### config.mk
export PLATFORM = sky130hd
export DESIGN_NAME = stable_priority_queue_decrease_key_core
export DESIGN_NICKNAME = d
export VERILOG_FILES = /design/src/rtl/core/spqdk_pkg.sv /design/src/rtl/core/spqdk_ctrl.sv /design/src/rtl/core/spqdk_dp.sv /design/src/rtl/core/stable_priority_queue_decrease_key_core.sv
export SDC_FILE = /design/constraint.sdc
export NUM_CORES = 2
export LEC_CHECK = 0
export BUFFER_PORTS_ARGS = -buffer_cell sky130_fd_sc_hd__buf_2
export CAP_MARGIN = 40
export CELL_PAD_IN_SITES_DETAIL_PLACEMENT = 1
export CELL_PAD_IN_SITES_GLOBAL_PLACEMENT = 1
export CORE_MARGIN = 2
export CORE_UTILIZATION = 40
export CTS_BUF_LIST = sky130_fd_sc_hd__clkbuf_2 sky130_fd_sc_hd__clkbuf_4 sky130_fd_sc_hd__clkbuf_8
export DETAILED_ROUTE_END_ITERATION = 7
export GPL_TIMING_DRIVEN = 1
export PLACE_DENSITY = 0.63
export SLEW_MARGIN = 20
export SYNTH_ARGS = -nofsm -noshare
export SYNTH_HDL_FRONTEND = slang
export SYNTH_SLANG_ARGS = --single-unit
### constraint.sdc
create_clock -name clk -period 18.15 [get_ports clk]
set_clock_uncertainty 0.15 [all_clocks]
set_input_delay 2.7225 -clock clk [delete_from_list [all_inputs] [get_ports clk]]
set_output_delay 2.7225 -clock clk [all_outputs]
set_load 0.1 [all_outputs]
### src/rtl/core/spqdk_pkg.sv
`default_nettype none
package spqdk_pkg;
	localparam int CAPACITY = 16;
	localparam int KEY_BITS = 16;
	localparam int IDX_W = $clog2(CAPACITY);
	localparam int CNT_W = $clog2(CAPACITY + 1);

	typedef enum logic [1:0] {
		FN_INSERT = 2'd0,
		FN_POP    = 2'd1,
		FN_DECR   = 2'd2,
		FN_NOP    = 2'd3
	} func_t;

	typedef enum logic [2:0] {
		ST_OK      = 3'd0,
		ST_EMPTY   = 3'd1,
		ST_FULL    = 3'd2,
		ST_NOKEY   = 3'd3,
		ST_NOTLESS = 3'd4
	} status_t;

	typedef enum logic [1:0] {
		S_IDLE,
		S_EXEC,
		S_PLACE,
		S_OUT
	} state_t;

	typedef struct packed {
		logic load;     // latch request
		logic remove;   // shift out search result / head
		logic insert;   // stable insert of latched entry
		logic pop_head; // record popped head
		logic out_load; // capture result
	} cmd_t;

	typedef struct packed {
		func_t func;
		logic  empty;
		logic  full;
		logic  found;
		logic  less;
	} sts_t;
endpackage
`default_nettype wire

### src/rtl/core/spqdk_ctrl.sv
`default_nettype none
module spqdk_ctrl (
	input  wire logic           clk,
	input  wire logic           arst_n,
	input  wire logic           in_fire,
	input  wire logic           out_free,
	input  wire spqdk_pkg::sts_t sts,
	output spqdk_pkg::cmd_t     cmd,
	output logic                in_ready,
	output logic [2:0]          status
);
	import spqdk_pkg::*;

	state_t state_q, state_d;
	status_t st_q, st_d;

	always_ff @(posedge clk or negedge arst_n) begin
		if (!arst_n) begin
			state_q <= S_IDLE;
			st_q <= ST_OK;
		end else begin
			state_q <= state_d;
			st_q <= st_d;
		end
	end

	assign status = st_q;

	always_comb begin
		state_d = state_q;
		st_d = st_q;
		cmd = '0;
		in_ready = 1'b0;
		case (state_q)
			S_IDLE: begin
				in_ready = 1'b1;
				if (in_fire) begin
					cmd.load = 1'b1;
					state_d = S_EXEC;
				end
			end
			S_EXEC: begin
				st_d = ST_OK;
				state_d = S_OUT;
				case (sts.func)
					FN_INSERT: begin
						if (sts.full) st_d = ST_FULL;
						else cmd.insert = 1'b1;
					end
					FN_POP: begin
						if (sts.empty) st_d = ST_EMPTY;
						else begin
							cmd.pop_head = 1'b1;
							cmd.remove = 1'b1;
						end
					end
					FN_DECR: begin
						if (sts.empty) st_d = ST_EMPTY;
						else if (!sts.found) st_d = ST_NOKEY;
						else if (!sts.less) st_d = ST_NOTLESS;
						else begin
							cmd.remove = 1'b1;
							state_d = S_PLACE;
						end
					end
					default: ;
				endcase
			end
			S_PLACE: begin
				cmd.insert = 1'b1;
				state_d = S_OUT;
			end
			S_OUT: begin
				if (out_free) begin
					cmd.out_load = 1'b1;
					state_d = S_IDLE;
				end
			end
			default: state_d = S_IDLE;
		endcase
	end
endmodule
`default_nettype wire

### src/rtl/core/spqdk_dp.sv
`default_nettype none
module spqdk_dp (
	input  wire logic                 clk,
	input  wire logic                 arst_n,
	input  wire spqdk_pkg::cmd_t      cmd,
	input  wire logic [1:0]           in_func,
	input  wire logic [15:0]          in_key,
	input  wire logic signed [31:0]   in_prio,
	output spqdk_pkg::sts_t           sts,
	output logic                      popped_valid,
	output logic [15:0]               popped_key,
	output logic signed [31:0]        popped_prio,
	output logic [15:0]               head_key,
	output logic signed [31:0]        head_prio,
	output logic                      empty_flag,
	output logic [4:0]                fill_count
);
	import spqdk_pkg::*;

	logic [KEY_BITS-1:0] keys_q [CAPACITY];
	logic signed [31:0]  prios_q [CAPACITY];
	logic [CNT_W-1:0]    cnt_q;
	func_t               func_q;
	logic [KEY_BITS-1:0] key_q;
	logic signed [31:0]  prio_q;
	logic                pv_q;
	logic [KEY_BITS-1:0] pk_q;
	logic signed [31:0]  pp_q;

	// per-slot match and stable-insert flags
	logic [CAPACITY-1:0] match, le;
	logic [CAPACITY-1:0] first;
	logic [IDX_W-1:0]    tgt;
	logic                found;
	logic signed [31:0]  tgt_prio;

	always_comb begin
		for (int i = 0; i < CAPACITY; i++) begin
			match[i] = (CNT_W'(i) < cnt_q) && (keys_q[i] == key_q);
			le[i] = (CNT_W'(i) < cnt_q) && (prios_q[i] <= prio_q);
		end
	end

	// sorted: first matching slot has the smallest prio, earliest on ties
	always_comb begin
		first = match & ~(match - CAPACITY'(1));
		found = |match;
		tgt = '0;
		for (int i = 0; i < CAPACITY; i++)
			if (first[i]) tgt = IDX_W'(i);
		tgt_prio = prios_q[tgt];
	end

	always_comb begin
		sts.func = func_q;
		sts.empty = (cnt_q == '0);
		sts.full = (cnt_q == CNT_W'(CAPACITY));
		sts.found = found;
		sts.less = prio_q < tgt_prio;
	end

	logic [IDX_W-1:0] rm_idx;
	assign rm_idx = (func_q == FN_POP) ? '0 : tgt;

	always_ff @(posedge clk or negedge arst_n) begin
		if (!arst_n) cnt_q <= '0;
		else if (cmd.remove) cnt_q <= cnt_q - CNT_W'(1);
		else if (cmd.insert) cnt_q <= cnt_q + CNT_W'(1);
	end

	always_ff @(posedge clk) begin
		if (cmd.load) begin
			func_q <= func_t'(in_func);
			key_q <= in_key[KEY_BITS-1:0];
			prio_q <= in_prio;
			pv_q <= 1'b0;
			pk_q <= '0;
			pp_q <= '0;
		end
		if (cmd.pop_head) begin
			pv_q <= 1'b1;
			pk_q <= keys_q[0];
			pp_q <= prios_q[0];
		end
		for (int i = 0; i < CAPACITY; i++) begin
			if (cmd.remove && IDX_W'(i) >= rm_idx && i < CAPACITY - 1) begin
				keys_q[i] <= keys_q[i+1];
				prios_q[i] <= prios_q[i+1];
			end else if (cmd.insert) begin
				if (!le[i]) begin
					if (i == 0 || le[i-1]) begin
						keys_q[i] <= key_q;
						prios_q[i] <= prio_q;
					end else begin
						keys_q[i] <= keys_q[i-1];
						prios_q[i] <= prios_q[i-1];
					end
				end
			end
		end
	end

	always_ff @(posedge clk or negedge arst_n) begin
		if (!arst_n) begin
			popped_valid <= 1'b0;
			empty_flag <= 1'b1;
			fill_count <= '0;
		end else if (cmd.out_load) begin
			popped_valid <= pv_q;
			empty_flag <= (cnt_q == '0);
			fill_count <= 5'(cnt_q);
		end
	end

	always_ff @(posedge clk) begin
		if (cmd.out_load) begin
			popped_key <= 16'(pk_q);
			popped_prio <= pp_q;
			head_key <= (cnt_q == '0) ? 16'd0 : 16'(keys_q[0]);
			head_prio <= (cnt_q == '0) ? -32'sd1 : prios_q[0];
		end
	end
endmodule
`default_nettype wire

### src/rtl/core/stable_priority_queue_decrease_key_core.sv
// Flow: a request is latched, executed (a decrease-key removes, then reinserts), and its
// result is registered before the next request is accepted; the shifting entry array is used
// at most twice per request by a single controller.
// Reset: arst_n asynchronous active low empties the queue and clears the output valid,
// status and flag registers; entry contents and output key/prio fields are not cleared.
`default_nettype none
module stable_priority_queue_decrease_key_core (
	input  wire logic        clk,
	input  wire logic        arst_n,
	input  wire logic        s_tvalid,
	output logic             s_tready,
	input  wire logic [55:0] s_tdata, // func[1:0], key[17:2], prio[49:18], zero pad
	output logic             m_tvalid,
	input  wire logic        m_tready,
	output logic [111:0]     m_tdata  // status[2:0], popped_valid[3], popped_key[19:4],
	                                  // popped_prio[51:20], head_key[67:52],
	                                  // head_prio[99:68], empty_flag[100],
	                                  // fill_count[105:101], zero pad
);
	import spqdk_pkg::*;

	cmd_t cmd;
	sts_t sts;
	logic in_fire, out_free;
	logic [2:0] status, status_o;
	logic pv, ef;
	logic [15:0] pk, hk;
	logic signed [31:0] pp, hp;
	logic [4:0] fc;
	logic mv_q;

	assign in_fire = s_tvalid && s_tready;
	assign out_free = !mv_q || m_tready;

	always_ff @(posedge clk or negedge arst_n) begin
		if (!arst_n) begin
			mv_q <= 1'b0;
			status_o <= '0;
		end else begin
			if (cmd.out_load) begin
				mv_q <= 1'b1;
				status_o <= status;
			end else if (m_tready) mv_q <= 1'b0;
		end
	end

	spqdk_ctrl u_ctrl (
		.clk(clk), .arst_n(arst_n), .in_fire(in_fire), .out_free(out_free),
		.sts(sts), .cmd(cmd), .in_ready(s_tready), .status(status)
	);

	spqdk_dp u_dp (
		.clk(clk), .arst_n(arst_n), .cmd(cmd),
		.in_func(s_tdata[1:0]), .in_key(s_tdata[17:2]), .in_prio(s_tdata[49:18]),
		.sts(sts), .popped_valid(pv), .popped_key(pk), .popped_prio(pp),
		.head_key(hk), .head_prio(hp), .empty_flag(ef), .fill_count(fc)
	);

	assign m_tvalid = mv_q;
	assign m_tdata = {6'b0, fc, ef, hp, hk, pp, pk, pv, status_o};
endmodule
`default_nettype wire
==> impl_metrics.csv <==
group,metric,value,unit
critical_path,reg2reg_to,"u_dp.prios_q[9][9]",
global_route,grt_max_degree,125,
floorplanning,rows,153,
drt,drt_pass1_iterations,5,
global_route,grt_first_pass_wirelength,360,mm
cts,path_clk_slew,0.06,ns
synthesis,synth-compound-area-share,11.6,%
synthesis,synth_xor_xnor_area_share,3.37,%
floorplanning,die_y,421,um
flow_run,cap_violations,0,
synthesis,synthFlopType,"edfxtp_1",
cts,root_buffer,"clkbuf_8",
pwr,p_leak,29.8,nW
global_route,grt_pass1_vias,54488,
timing,post-route-min-period,11.57,ns
timing,setup_viol,0,
place,hpwl,185,mm
critical_path,arrival,12.12,ns
cts,post-cts-setup-buffer-count,0,
timing,rsz0062_at_grt,"no",
drt,vias_per_cell,5.93,
floorplanning,die-area,178000,um2
pwr,power_frac_clock,13.5,%
place,place_area,73100,um2
synthesis,yosysWarnings,0,
drt,vias,53002,
place,port_buffers,161,
synthesis,synth_seq_area_share,42.2,%
cts,cts_inserted_buffers,184,
final_layout,ff_latch_area,29400,um2
critical_path,startpoint_type,"flip-flop",
critical_path,cp_slowest_cell,"a221oi_1",
drt,wl_per_cell,27.0,um
timing,slew_viol_final,0,
global_route,grt_util_all_layers,26.6,%
cts,cts_hold_buf,0,
cts,clk_path_buf_depth,3,
final_layout,finalNetCount,7078,
synthesis,postSynth.asyncResetShare,2.13,%
pwr,power.switching,7.10,mW
synthesis,synthSimpleGateAreaFrac,12.3,%
final_layout,syn_to_final_growth,10.2,%
synthesis,synthMuxAreaShare,17.2,%
synthesis,synth-seq-cells,984,
critical_path,cp-end-kind,"flip-flop",
critical_path,crit-reg2reg-launch,"u_dp.cnt_q[3]",
pwr,power.share.switching,44.8,%
min_path,whs_endpoint,"u_dp.popped_prio[8]",
synthesis,synth_top_family_by_area,"multiplexers",
synthesis,synth-edff-count,962,
timing,fmax,0.0864,GHz
drt,finalWirelength,242,mm
final_layout,fin_cells,8938,
pwr,seq_power_share,33.4,%
final_layout,multi_input_area,38400,um2
synthesis,ys_types,98,
floorplanning,design.core.area,173000,um2
cts,cts_tree,"built",
synthesis,synth_area_per_cell,10.9,um2
critical_path,path_class,"flip-flop to flip-flop",
synthesis,synth_area,69700,um2
drt,drcViolationCount,0,
final_layout,nFillCells,18821,
critical_path,slowest_delay,0.85,ns
min_path,min_path_cells,0,
critical_path,rrSetupSlack,6.58,ns
pwr,internal_power,8.77,mW
min_path,hold_start,"u_dp.pp_q[8]",
final_layout,finalInstanceArea,76800,um2
final_layout,drive_above_1_share,24.4,%
cts,cts_htree_levels,4,
place,dp_cells,8585,
critical_path,crit_path_max_fanout,69,
synthesis,syn_inst,6376,
cts,postCtsResizedCells,0,
pwr,peakVddDrop,0.117,mV
cts,cts.sinks,984,
drt,drt_iter0_drc,3999,
min_path,holdCritPathClass,"flip-flop to flip-flop",
critical_path,r2r_cells,29,
cts,worstSkewPairLatency,0.97,ns
pwr,combPwrFrac,53.1,%
timing,fin_tns_setup,0,ns
place,gp_congestion,0.914,
timing,relSlewSlack,31.7,%
pwr,p_per_area,207,nW/um2
floorplanning,die_x,421,um
global_route,gr-total-overflow,0,
synthesis,synth_fa_ha_area_share,9.96,%
critical_path,required,18.70,ns
timing,tightest_slew,1.01,ns
timing,fin_crit_sh,63.7,%
pwr,total_power,15.9,mW
global_route,antenna_found_initial,4,
drt,ant_nets,0,
timing,hold_slack,0.242,ns
floorplanning,ios,174,
status,status,"finished clean",
timing,hold_violations,0,
floorplanning,initial_core_util,40.2,%
-- synth_stat cells, types with 14 or more instances --
cell / n / area, um2
a21o_1: 160 / 1200
a21oi_1: 156 / 781
a221o_1: 27 / 270
a22oi_1: 47 / 353
a2bb2oi_1: 48 / 420
a32o_1: 49 / 490
and2_1: 26 / 163
and3_1: 58 / 363
buf_1: 20 / 75.1
buf_2: 73 / 365
buf_4: 43 / 323
buf_6: 22 / 248
clkbuf_1: 287 / 1080
dfrtp_1: 20 / 500
edfxtp_1: 962 / 28900
ha_1: 555 / 6940
inv_1: 66 / 248
mux2_1: 14 / 158
mux2_2: 838 / 9440
mux2_4: 37 / 556
mux2i_1: 185 / 1850
nand2_1: 838 / 3150
nand2b_1: 76 / 475
nand3_1: 116 / 581
nand4_1: 173 / 1080
nor2_1: 188 / 706
nor2b_1: 53 / 332
nor3_1: 72 / 360
nor4_1: 57 / 357
o211ai_1: 107 / 803
o21a_1: 62 / 465
o21ai_0: 376 / 1880
o221a_2: 23 / 259
o22ai_1: 52 / 325
or3_1: 43 / 269
xnor2_1: 137 / 1200
xor2_1: 131 / 1150
-- state kept, by name, summed over array words and instances, names as in the netlist --
| signal | flops |
|---|---|
| m_tvalid | 1 |
| u_ctrl.status | 3 |
| u_dp.prios_q | 512 |
| u_dp.pv_q | 1 |
| u_dp.head_key | 16 |
| u_dp.key_q | 16 |
| u_dp.pp_q | 32 |
| u_dp.fill_count | 5 |
| u_dp.popped_key | 16 |
| u_dp.empty_flag | 1 |
| u_dp.prio_q | 32 |
| u_dp.func_q | 2 |
| u_dp.popped_valid | 1 |
| u_dp.pk_q | 16 |
| u_dp.cnt_q | 5 |
| u_dp.head_prio | 32 |
| u_ctrl.state_q | 2 |
| u_dp.popped_prio | 32 |
| status_o | 3 |
| u_dp.keys_q | 256 |
-- area by class of cell --
| cell class | instances | share of cell area [%] |
|---|---|---|
| Antenna cell | 4 | 0.0130 |
| Clock buffer | 240 | 3.87 |
| Clock inverter | 92 | 0.652 |
| Inverter | 66 | 0.332 |
| Multi-Input combinational cell | 4886 | 50.0 |
| Sequential cell | 984 | 38.3 |
| Tap cell | 2325 | 3.79 |
| Timing Repair Buffer | 341 | 3.05 |
-- cell usage in the layout, fill, tap and decap left out, types with 75 or more instances in the layout --
cell,synthesis,routed
nand2_1,838,829
a21o_1,160,157
ha_1,555,554
o21ai_0,376,372
nor2_1,188,185
clkbuf_8,0,187
o211ai_1,107,107
a21oi_1,156,147
mux2i_1,185,185
nand4_1,173,173
xor2_1,131,131
nand2b_1,76,75
edfxtp_1,962,962
buf_2,73,180
buf_4,43,143
mux2_2,838,838
xnor2_1,137,137
nand3_1,116,111
-- worst max path at each step --
stage                   startpoint                    to  slack (ns)
floorplan           u_dp.key_q[14]     u_dp.keys_q[1][0]        7.70
global placement     u_dp.cnt_q[3]   u_dp.prios_q[12][9]        5.98
detailed placement   u_dp.cnt_q[2]   u_dp.prios_q[9][18]        6.25
CTS                  u_dp.cnt_q[2]  u_dp.prios_q[13][22]        6.22
global route         u_dp.cnt_q[3]   u_dp.prios_q[13][1]        6.21
finish               u_dp.cnt_q[3]    u_dp.prios_q[9][9]        6.58
-- cell families (layout without fill, tap and decap cells) --
kind of cell | Yosys count | after routing
AND/OR/NAND/NOR | 1782 | 1782
AO/OA/AOI/OAI | 1200 | 1200
multiplexers | 1075 | 1075
flip-flops | 984 | 984
adder cells (fa/ha/maj) | 555 | 555
buffers and inverters | 511 | 739
XOR/XNOR | 268 | 268
other | 1 | 10
-- power by group through the flow --
stage | logic [mW] | registers, mW | clock network, mW
2_1_floorplan | 5.71 | 5.36 | 0
3_3_place_gp | 8.01 | 5.26 | 0
3_5_place_dp | 8.36 | 5.30 | 0
4_1_cts | 8.39 | 5.26 | 2.20
5_1_grt | 9.16 | 5.41 | 2.28
6_report | 8.42 | 5.30 | 2.14
-- layer usage --
metal | routed length, um | up-vias | share of wire (%) | GRT usage, %
met5 | 0 | - | 0 | 0
met4 | 9170 | 0 | 3.8 | 10.3
met3 | 11900 | 368 | 4.9 | 3.46
met2 | 108000 | 1412 | 45 | 41.3
met1 | 113000 | 26884 | 47 | 37.5
li1 | - | 24338 | - | -
-- per-stage QoR --
step,utilization [%],setup slack (ns)
after floorplan,-,7.70
after global placement,42.0,5.98
after detailed placement,42.2,6.25
after CTS,44.2,6.22
after global routing,44.3,6.21
final,44.3,6.58
-- worst max-delay path: cells and delay by family, from the launching register on --
family                   cells  cell delay (ns)
AND/OR/NAND/NOR             12             4.06
AO/OA/AOI/OAI               10             3.08
buffers and inverters        4             2.12
flip-flops                   1             0.84
multiplexers                 1             0.39
XOR/XNOR                     1             0.29
adder cells (fa/ha/maj)      1             0.28
Note: power is estimated with default switching activity, not from simulation.
